<file path="src/rtl/iss_pkg.sv">
// Shared types and constants for the insertion sorted store.
package iss_pkg;

  localparam int unsigned ISS_DEPTH_DEF = 256;
  localparam int unsigned ISS_DATA_W    = 32;

  typedef enum logic [0:0] {
    ISS_OP_PUSH = 1'b0,
    ISS_OP_POP  = 1'b1
  } iss_op_t;

  typedef enum logic [1:0] {
    ISS_ST_OK    = 2'd0,
    ISS_ST_FULL  = 2'd1,
    ISS_ST_EMPTY = 2'd2
  } iss_status_t;

  typedef struct packed {
    logic                         op;
    logic signed [ISS_DATA_W-1:0] value;
  } iss_in_req_t;

  typedef struct packed {
    logic signed [ISS_DATA_W-1:0] sorted_value;
    logic                         last;
    logic [1:0]                   status;
  } iss_out_req_t;

  // Command broadcast to every cell of the chain.
  typedef struct packed {
    logic                         push;
    logic                         pop;
    logic signed [ISS_DATA_W-1:0] value;
  } iss_cmd_t;

endpackage

</file>
<file path="src/rtl/iss_cell.sv">
// One place of the sorted chain: holds a value and its occupancy bit.
module iss_cell (
  input  logic                                  clk,
  input  logic                                  rst_n,
  input  iss_pkg::iss_cmd_t                     cmd,
  input  logic signed [iss_pkg::ISS_DATA_W-1:0] left_val,
  input  logic                                  left_occ,
  input  logic                                  left_gt,
  input  logic signed [iss_pkg::ISS_DATA_W-1:0] right_val,
  input  logic                                  right_occ,
  output logic signed [iss_pkg::ISS_DATA_W-1:0] val,
  output logic                                  occ,
  output logic                                  gt
);
  import iss_pkg::*;

  logic signed [ISS_DATA_W-1:0] val_r, val_nxt;
  logic                         occ_r, occ_nxt;

  // This place holds a value strictly greater than the one being pushed.
  assign gt  = occ_r && (val_r > cmd.value);
  assign val = val_r;
  assign occ = occ_r;

  always_comb begin
    val_nxt = val_r;
    occ_nxt = occ_r;
    if (cmd.pop) begin
      val_nxt = right_val;
      occ_nxt = right_occ;
    end else if (cmd.push) begin
      occ_nxt = occ_r | left_occ;
      if (left_gt) begin
        val_nxt = left_val;
      end else if (gt || !occ_r) begin
        val_nxt = cmd.value;
      end
    end
  end

  always_ff @(posedge clk) begin
    val_r <= val_nxt;
  end

  always_ff @(posedge clk) begin
    if (!rst_n) begin
      occ_r <= 1'b0;
    end else begin
      occ_r <= occ_nxt;
    end
  end

endmodule

</file>
<file path="config.mk">
export PLATFORM = sky130hd
export DESIGN_NAME = iss_cell
export DESIGN_NICKNAME = d
export VERILOG_FILES = /design/src/rtl/iss_pkg.sv /design/src/rtl/iss_cell.sv
export SDC_FILE = /design/constraint.sdc
export NUM_CORES = 1
export LEC_CHECK = 0
export ABC_AREA = 1
export BUFFER_PORTS_ARGS = -buffer_cell sky130_fd_sc_hd__buf_2
export CORE_AREA = 2 2 96 98
export DETAILED_ROUTE_END_ITERATION = 7
export DIE_AREA = 0 0 98 100
export PLACE_DENSITY = 0.62
export SETUP_SLACK_MARGIN = 0.4
export SYNTH_ARGS = -nofsm -noshare
export SYNTH_HDL_FRONTEND = slang
export SYNTH_SLANG_ARGS = --single-unit
</file>
<file path="constraint.sdc">
create_clock -name clk -period 6 [get_ports clk]
set_clock_uncertainty 0.05 [all_clocks]
set_input_delay 0 -clock clk [delete_from_list [all_inputs] [get_ports clk]]
set_output_delay 0 -clock clk [all_outputs]
set_load 0.01 [all_outputs]
</file>
## Yosys cells after proc, flatten, opt, wreduce, memory -nomap -nowiden

Index checks and enable logic that the tools add are counted.

- Register bits: 33
- Bits of input ports: 103
- Output and inout bits: 34
- Word-level logic and storage cells: 16

- $lt $le $gt $ge: 1
- Muxes and demuxes: 6
- Bitwise operators: 1
- Reduce and logical (&&, ||, !) cells: 6

Operators by type and width:

| kind | count |
|---|---|
| $mux 32 | 4 |
| $gt 32x32->1 | 1 |
| $reduce_bool 3->1 | 1 |
| $mux 1 | 2 |
| $reduce_and 2->1 | 1 |
| $reduce_bool 2->1 | 1 |
| $logic_and 1x1->1 | 1 |
| $logic_not 1->1 | 1 |
| $logic_or 1x1->1 | 1 |
| $or 1x1->1 | 1 |

## Depth between registers and ports, before layout

Gate-level depths: netlist of run 1.

- Depth after elaboration: 7
- Mapped depth: 16
- Depth with buffers taken out: 16

## Least setup slack after synthesis of run 1

OpenSTA, ideal clock, no wires.

- Path type: flip-flop to flip-flop
- From: register val_r[31] (netlist: val[31])
- To: register val_r[0] (netlist: val[0]) (enable)
- Setup time: 0.400 ns
- Arrival time: 2.374 ns
- Data required time: 5.550 ns
- Slack: 3.175 ns
- Cell stages (with the launch flop): 10
- Path buffers: 0
- Clock period less this slack: 2.825 ns
- Cells stage by stage: edfxtp_1 -> ha_1 -> a21oi_1 -> o21a_1 -> nand2_1 -> a21oi_1 -> nand2_1 -> nand2_1 -> nand3_2 -> a21oi_2

- Longest elaborated chain between the ends: 5

RTL lines:

| what | RTL line | RTL |
|---|---|---|
| start: declaration | iss_cell.sv:17 | `logic signed [ISS_DATA_W-1:0] val_r, val_nxt;` |
| start signal: assignment | iss_cell.sv:42 | `val_r <= val_nxt;` |
| $gt 32x32->1 | iss_cell.sv:21 | `assign gt = occ_r && (val_r > cmd.value);` |
| $logic_and 1x1->1 | iss_cell.sv:21 |  |
| $logic_or 1x1->1 | iss_cell.sv:35 | `end else if (gt \|\| !occ_r) begin` |
| $reduce_bool 3->1 (no source line) | -- |  |
| $reduce_and 2->1 (no source line) | -- |  |

No other way between the ends.
A chain may end at the register's enable or synchronous reset.

## Final worst setup path of run 1

- From: register val_r[11] (netlist: val[11])
- To: register val_r[4] (netlist: val[4]) (enable)

Same word-level chain as after synthesis.

==> impl_results.md, run 1 <==
* Post-synthesis sequential area ratio at 38.3%
* Initial cell density of the core at between 20% and 30%
* Synth Cell Area at 2560 µm²
* # DRC at 0
* Hold path depth at 3
* Total track usage at roughly 14%
* DR vias/cell at 4.53
* Die footprint at between 9000 and 10000 µm²
* Fin nets at 596
* Worst Path Required at 5.85 ns
* Post-CTS sizing at 0
* Area leader, netlist: edfxtp_1
* GR Overflow Total at 0
* DP HPWL at 5.10 mm
* Synthesized instance count at 298
* R2r worst-path depth at 9
* Layout cell share with drive strength beyond 1 at 32.7%
* R2r startpoint: val[11]$_DFFE_PP_
* IO buf count at about 140
* Num CTS Buffers at 5
* Worst hold start: right_val[31]
* Mapped Nets at 433
* Fill cell count at 897
* Pre-CTS WS at 3.15 ns
* Synth Flop Type: edfxtp_1
* FF+latch area at 981 µm²
* IO Pins at 137
* # diodes at 0
* CP max FO at 32
* Distinct cells, synth at 24
* Largest net degree at the start of global routing at 64
* Crit path arrival time at between 2 and 3 ns
* Post-route non-filler standard cell count at 573
* H-tree depth at 2
* Clock buffer depth at 2
* Hold WS at 0.0175 ns
* RR Endpoint: val[4]$_DFFE_PP_
* Root buffer cell: clkbuf_8
* Cell count after placement at 533
* Final Max Slew Viols at 0
* Crit. End Element: register
* Final number of setup-violating endpoints at 0
* FP Rows at 35
* CORE AREA at 8890 µm²
* Final Cycle Share at 46.3%
* Die Ht at ~100 µm
* Top-area cell type share of the netlist area at 37.5%
* WHS Endpoint: val[31]$_DFFE_PP_
* DR pass1 iterations at 4
* Post-synth EDFFs at 32
* Async set-reset flop share out of synthesis at 0%
* Most area-consuming cells after synthesis: edfxtp_1, ha_1, nand2_1
* Global-route wire length before repair at 11.3 mm
* Pwr per Cell Area at 190 nW/µm²
* Yosys warns at 0
* Count leader, synth: nand2_1
* Crit path launch type: register
* Final Hold Fails at 0
* Antenna viol nets, final at 0
* Worst setup margin at 3.22 ns
* Initial DRC count at 30
* Post-Syn Area per Cell at 8.59 µm²
* Status: finished clean
* Multi-input gate area at about 1400 µm²
* VDD IR max at 0.133 mV
* RePlAce Congestion at 0.781
* Clock sinks at 33
* Routed WL per cell at 12.1 µm
* Vias in the first global route at 2596
* Initial antenna violation count at 0
* Rel. slew slack at 28.6%
* Maxcap violations at 0
* Finished Core Util at 42.4%
* Worst-Skew Late Latency at 0.28 ns
* Synth Register Bits at 33
* Crit Path Category: reg -> reg
* Clk slew on worst S/H paths at 0.07 ns
* CTS tree: yes
* Routed wire length at between 6 and 7 mm
* RSZ-0062 raised after global routing: no
* Fin crit period at about 2.8 ns
* Syn-to-layout area delta at 47.2%
* Maximum clock rate at approximately 360 MHz
* Synth top cells by count: nand2_1, inv_1, edfxtp_1, ha_1, o21a_1
* Die width at 98 µm
* Vias at 2595
* Total negative setup slack at 0 ns
* FF-to-FF setup slack at 3.22 ns
* P_leak at 1.87 nW
* Worst slew pin tran at 1.07 ns
* Hold WC Path Type: in -> reg
-- cells in the final DEF (no fill, tap or decap), drive strengths merged --
cell	synthesis	final
a21o	1	1
bufinv	0	1
nor2	14	14
edfxtp	32	32
ha	32	32
a21oi	21	21
o21a	31	31
nand2	69	69
o211ai	29	29
inv	43	43
nand3	3	3
nand4	3	3
clkinv	0	1
buf	2	137
clkbuf	11	6
nor3	2	2
o21ai	3	3
dfxtp	1	1
a31oi	1	1
dlygate4sd3	0	32
-- cell families after synthesis --
kind of cell	count (synthesis)	share of synthesized area, %
AO/OA/AOI/OAI	86	23.0
adder cells (fa/ha/maj)	32	15.6
buffers and inverters	56	8.30
flip-flops	33	38.3
AND/OR/NAND/NOR	91	14.8
-- worst max-delay path by stage --
stage / from / end / slack, ns / cells past startpoint
3_3_place_gp: val[7]$_DFFE_PP_ / val[4]$_DFFE_PP_ / 3.15 / 11
6_report: val[11]$_DFFE_PP_ / val[4]$_DFFE_PP_ / 3.22 / 9
4_1_cts: val[11]$_DFFE_PP_ / val[4]$_DFFE_PP_ / 3.13 / 9
5_1_grt: val[7]$_DFFE_PP_ / val[4]$_DFFE_PP_ / 2.89 / 11
2_1_floorplan: val[31]$_DFFE_PP_ / val[0]$_DFFE_PP_ / 3.18 / 9
3_5_place_dp: val[31]$_DFFE_PP_ / val[9]$_DFFE_PP_ / 3.15 / 9
-- layout make-up --
type | instances | area share, %
Timing Repair Buffer | 169 | 26.7
Inverter | 43 | 4.28
Clock inverter | 2 | 0.896
Sequential cell | 33 | 26.0
Multi-Input combinational cell | 209 | 36.5
Tap cell | 111 | 3.68
Clock buffer | 6 | 1.92
-- sequential cells by signal, indices dropped and copies added (netlist names) --
name	cells
occ	1
val	32
-- routing by layer --
metal	track usage, %	vias to the layer above	routed length (µm)
met5	0	-	0
met4	3.85	0	114
met3	3.55	9	438
met2	26.2	84	3480
met1	15.9	1141	2880
li1	-	1361	-
-- metrics by stage --
stage               area (µm²)  total power [W]
floorplan                 2560         0.000420
global placement          3340         0.000501
detailed placement        3340         0.000505
CTS                       3770         0.000730
global route              3770         0.000771
finish                    3770         0.000718
-- critical path: stages (launching register included) --
cell,delay [ns]
edfxtp_1,0.41
ha_1,0.33
nand4_1,0.13
nor3_2,0.18
nand2_1,0.08
nand2_1,0.08
nand2_1,0.07
nand3_1,0.08
nand3_2,0.11
a21oi_4,0.85
-- repair_timing --
item / in CTS / in global routing
setup buffers: 0 / 0
hold buffers: 32 / 0
hold endpoints to repair: 31 / 0
-- report_power, final --
part	switching [W]	total (W)	internal [W]
Clock	0.0000820	0.000205	0.000123
Sequential	0.0000125	0.000295	0.000282
Combinational	0.000113	0.000219	0.000106
Total	0.000207	0.000718	0.000511
Note: power is estimated with default switching activity, not from simulation.
==> run 2: changes to the inputs <==
- PLACE_DENSITY: 0.62 -> 0.64
- clock period: 6 -> 2.3 ns (I/O delays scaled with it)
==> impl_results.md, run 2 (synthesized netlist as in run 1, its figures left out) <==
* RR Endpoint: val[11]$_DFFE_PP_
* Post-route non-filler standard cell count at 592
* Maxcap violations at 0
* Fin crit period at 2.26 ns
* Largest net degree at the start of global routing at 34
* Rel. slew slack at 77.2%
* Clock power frac at 22.7%
* Crit path launch type: register
* Clock sinks at 33
* Maximum clock rate at 443 MHz
* Crit path arrival time at approximately 2.2 ns
* Initial DRC count at 67
* Initial antenna violation count at 0
* Final Max Slew Viols at 0
* Worst setup margin at 0.0437 ns
* P_leak at a little under 2 nW
* Num CTS Buffers at 5
* R2r startpoint: val[13]$_DFFE_PP_
* Final Cycle Share at 98.1%
* Clk slew on worst S/H paths at 0.07 ns
* Worst slew pin tran at around 0.34 ns
* Sw Ratio at between 30 and 40%
* CTS tree: yes
* Crit. End Element: register
* DR vias/cell at between 4 and 5
* IO buf count at 136
* Status: finished clean
* Psw at 0.000578 W
* Pre-CTS WS at approximately 0.0054 ns
* H-tree depth at 2
* # DRC at 0
* Int Power at 0.00129 W
* Fin nets at slightly above 600
* VDD IR max at between 0.15 and 0.2 mV
* CP Cell Sequence: ha_1 > nand2_1 > nor3_2 > buf_4 > buf_4 > buf_4 > nand4_1 > nand3_2 > a21oi_4 > buf_6 > clkbuf_16
* Logic gate share of total power at 36.1%
* Max reg flops at 32
* Antenna viol nets, final at 0
* Global-route wire length before repair at 12.1 mm
* Cell count after placement at 538
* Final Hold Fails at 0
* CP max FO at 7
* Sequential share of power at roughly two fifths
* Die footprint at 9800 µm²
* CP Depth at 11
* Root buffer cell: clkbuf_8
* Commonest non-fill, non-tap cell in the layout: buf_2
* Total track usage at 15.2%
* Final number of setup-violating endpoints at 0
* R2r worst-path depth at 11
* Clock buffer depth at 2
* Most frequent cells in the layout: buf_2, nand2_1, inv_1, dlygate4sd3_1, edfxtp_1
* Die Ht at 100 µm
* Crit Path Category: reg -> reg
* Die width at 98 µm
* Pwr per Cell Area at 461 nW/µm²
* Routed wire length at 7.83 mm
* Layout cell share with drive strength beyond 1 at around two fifths
* Crit. Startpoint: val[13]$_DFFE_PP_
* RSZ-0062 raised after global routing: yes
* Vias in the first global route at 2707
* DP HPWL at 5.59 mm
* Routed WL per cell at 13.2 µm
* RePlAce Congestion at approximately 0.83
* Vias at 2733
* CP Buf/Inv Count at 5
* CP endpoint: val[11]$_DFFE_PP_
* Cell family with most CP delay: buffers and inverters
* DR pass1 iterations at 4
* Finished Core Util at 45.7%
* Total negative setup slack at 0 ns
* Most used cell, CP: buf_4
* FP Rows at 35
* Worst hold start: right_val[31]
* Initial cell density of the core at between 20 and 30%
* # diodes at 0
* Hold WC Path Type: in -> reg
* CORE AREA at 8890 µm²
* FF-to-FF setup slack at 0.04 ns
* Syn-to-layout area delta at 58.7%
* Slowest CP cell: edfxtp_1
* Worst-Skew Late Latency at 0.28 ns
* Worst Path Required at 2.25 ns
* GR Overflow Total at 0
* Max stage delay on crit path at 0.40 ns
* Final Power at 0.00187 W
* IO Pins at 137
run 2: cell types whose count changed in the layout (fill, tap and decap cells not counted), sizes merged:
cell,change
buf,+17
clkbuf,+3
bufinv,-1
run 2: repair_timing:
action,CTS,global route
resized for setup,10,7
cloned,1,2
setup endpoints to repair,33,33
buffers inserted,9,2
endpoints found under the hold margin,30,0
pin swaps,3,1
hold buffers,32,0
run 2: worst min path at each step:
stage                              endpoint  cells past startpoint
after floorplan            occ$_SDFFE_PN0P_                      2
after global placement     occ$_SDFFE_PN0P_                      3
after detailed placement   occ$_SDFFE_PN0P_                      3
after CTS                  val[0]$_DFFE_PP_                      3
after global routing      val[30]$_DFFE_PP_                      3
final                     val[31]$_DFFE_PP_                      3
run 2: final cells by class:
type                            count  area, µm²
Sequential cell                    33        981
Clock inverter                      1       5.00
Clock buffer                        7       76.3
Tap cell                          111        139
Fill cell                         891       4830
Inverter                           43        161
Multi-Input combinational cell    209       1480
Timing Repair Buffer              188       1230
run 2: worst min-delay path, delay by kind of cell:
family                 cells  cell delay (ns)
AOI/OAI and AO/OA          1             0.11
buffers and inverters      1             0.08
and+or+nand+nor            1             0.04
run 2: routing by layer:
| layer | share of wire, % | wire [µm] | global-route usage, % | vias to the layer above |
|---|---|---|---|---|
| met5 | 0 | 0 | 0 | - |
| met2 | 48 | 3780 | 27.0 | 88 |
| met1 | 45 | 3510 | 18.9 | 1242 |
| met3 | 6.2 | 485 | 3.62 | 5 |
| li1 | - | - | - | 1398 |
| met4 | 0.75 | 59 | 3.31 | 0 |
run 2: metrics by stage:
stage / instance area, µm² / hold WS [ns]
2_1_floorplan: 2590 / 0.0883
5_1_grt: 4060 / 0.0308
4_1_cts: 3950 / 0.0166
6_report: 4060 / 0.0210
3_3_place_gp: 3410 / 0.203
3_5_place_dp: 3410 / 0.203
run 2: power by group through the flow:
stage	sequential (W)	clock, W	combinational [W]
after global placement	0.000781	0	0.000548
final	0.000772	0.000425	0.000675
after detailed placement	0.000782	0	0.000560
after floorplan	0.000810	0	0.000294
after global routing	0.000779	0.000465	0.000761
after CTS	0.000769	0.000442	0.000647
==> run 3: changes to the inputs <==
- BUFFER_PORTS_ARGS: -buffer_cell sky130_fd_sc_hd__buf_2 -> -buffer_cell sky130_fd_sc_hd__buf_4
==> impl_results.md, run 3 (synthesized netlist as in run 1, its figures left out) <==
* Status: finished clean
* Sw Ratio at 29.8%
* Worst slew pin tran at 0.612 ns
* Clock buffer depth at 2
* Syn-to-layout area delta at 73.5%
* Vias at roughly 2700
* Slowest CP cell: edfxtp_1
* Num CTS Buffers at 5
* Commonest non-fill, non-tap cell in the layout: buf_4
* Crit path arrival time at 2.17 ns
* CP Buf/Inv Count at 4
* CP max FO at 16
* Most frequent cells in the layout: buf_4, nand2_1, inv_1, dlygate4sd3_1, edfxtp_1
* FF+latch area at 981 µm²
* Initial antenna violation count at 0
* Rel. slew slack at 59.1%
* Final Cycle Share at 97.0%
* Psw at around 0.00059 W
* Root buffer cell: clkbuf_8
* DR vias/cell at ~4.6
* Max reg flops at 32
* Fin nets at 620
* Routed WL per cell at between 10 and 15 µm
* Final number of setup-violating endpoints at 0
* Antenna viol nets, final at 0
* Sequential share of power at 39.5%
* VDD IR max at 0.254 mV
* P_leak at 2.11 nW
* Initial cell density of the core at 28.8%
* Crit path launch type: register
* Pwr per Cell Area at 442 nW/µm²
* Final Max Slew Viols at 0
* RePlAce Congestion at 0.785
* FP Rows at 35
* Logic gate share of total power at 38.9%
* CP Cell Sequence: ha_1 > nand4_1 > nor3_2 > buf_4 > buf_4 > buf_4 > nand4_1 > nand3_2 > a21oi_4 > buf_12
* H-tree depth at 2
* RR Endpoint: val[5]$_DFFE_PP_
* Fill cell count at roughly 860
* Hold WS at approximately 0.026 ns
* Maxcap violations at 0
* # DRC at 0
* # diodes at 0
* Largest net degree at the start of global routing at 64
* Global-route wire length before repair at 12.0 mm
* Hold WC Path Type: in -> reg
* DP HPWL at between 5 and 6 mm
* Total negative setup slack at 0 ns
* Multi-input gate area at 1500 µm²
* CTS tree: yes
* R2r startpoint: val[10]$_DFFE_PP_
* GR Overflow Total at 0
* Clock power frac at 21.7%
* Fin crit period at 2.23 ns
* FF-to-FF setup slack at 0.07 ns
* Crit Path Category: reg -> reg
* DR pass1 iterations at 4
* Crit. Startpoint: val[10]$_DFFE_PP_
* Die width at just under 100 µm
* Initial DRC count at 77
* Cell family with most CP delay: buffers and inverters
* CORE AREA at around 8900 µm²
* Clock sinks at 33
* Final Hold Fails at 0
* IO buf count at between 100 and 150
* Layout cell share with drive strength beyond 1 at 39.5%
* Vias in the first global route at 2694
* Maximum clock rate at 448 MHz
* R2r worst-path depth at 10
* Die footprint at 9800 µm²
* IO Pins at 137
* Max stage delay on crit path at 0.40 ns
* Total track usage at 15.1%
* Die Ht at 100 µm
* Clk slew on worst S/H paths at roughly 0.070 ns
* Hold path depth at 3
* Worst hold start: right_val[30]
* Worst Path Required at about 2.2 ns
* Worst-Skew Late Latency at 0.28 ns
* Int Power at 0.00138 W
* Crit. End Element: register
* WHS Endpoint: val[30]$_DFFE_PP_
* Most used cell, CP: buf_4
* RSZ-0062 raised after global routing: yes
* Final Power at between 0.0015 and 0.002 W
* Routed wire length at 7.62 mm
-- run 3: changes by cell type in the layout (fill, tap and decap cells not counted), sizes merged --
cell         change
clkinv           +1
buf              +5
clkbuf           -2
dlygate4sd3      +1
-- run 3: power groups by stage --
stage / clock (W) / sequential [W] / combinational (W)
floorplan: 0 / 0.000810 / 0.000294
CTS: 0.000447 / 0.000771 / 0.000724
detailed placement: 0 / 0.000786 / 0.000634
finish: 0.000426 / 0.000775 / 0.000763
global route: 0.000470 / 0.000783 / 0.000851
global placement: 0 / 0.000782 / 0.000628
-- run 3: how the worst max path moves through the flow --
stage,end,slack (ns),cells after the start
6_report,val[5]$_DFFE_PP_,0.07,10
5_1_grt,val[29]$_DFFE_PP_,-0.11,15
4_1_cts,val[21]$_DFFE_PP_,0.11,13
3_5_place_dp,val[18]$_DFFE_PP_,0.06,10
3_3_place_gp,val[20]$_DFFE_PP_,0.08,12
2_1_floorplan,val[0]$_DFFE_PP_,-0.12,12
-- run 3: per-layer routing --
layer	GRT usage, %	part of all wire, %	vias up
li1	-	-	1405
met1	18.4	42	1244
met2	26.3	50	88
met3	3.83	6.4	8
met4	4.49	1.3	0
met5	0	0	-
-- run 3: worst min-delay path: cells and delay by family --
kind            cells  cell delay, ns
compound gates      1            0.13
simple gates        1            0.03
buf+inv             1            0.07
-- run 3: area by class of cell --
| class | instances | area share [%] |
|---|---|---|
| Clock buffer | 6 | 1.63 |
| Clock inverter | 2 | 0.225 |
| Inverter | 43 | 3.63 |
| Multi-Input combinational cell | 209 | 33.8 |
| Sequential cell | 33 | 22.1 |
| Tap cell | 111 | 3.13 |
| Timing Repair Buffer | 193 | 35.5 |
-- run 3: through the flow --
stage / area, µm² / worst slack [ns] / std cells / utilization (%)
global placement: 3740 / 0.0843 / 535 / 42.1
finish: 4440 / 0.0700 / 597 / 50.0
detailed placement: 3740 / 0.0589 / 535 / 42.1
global route: 4440 / -0.108 / 597 / 50.0
CTS: 4290 / 0.107 / 589 / 48.2
floorplan: 2590 / -0.122 / 298 / -
-- run 3: timing repair --
item                                    4_1_cts  5_1_grt
resized for setup                             7       10
gates cloned                                  0        1
endpoints found under the setup margin       33       33
buffers inserted                             13        7
hold endpoints to repair                     30        0
hold buffers                                 33        0
pin swaps                                     0        2
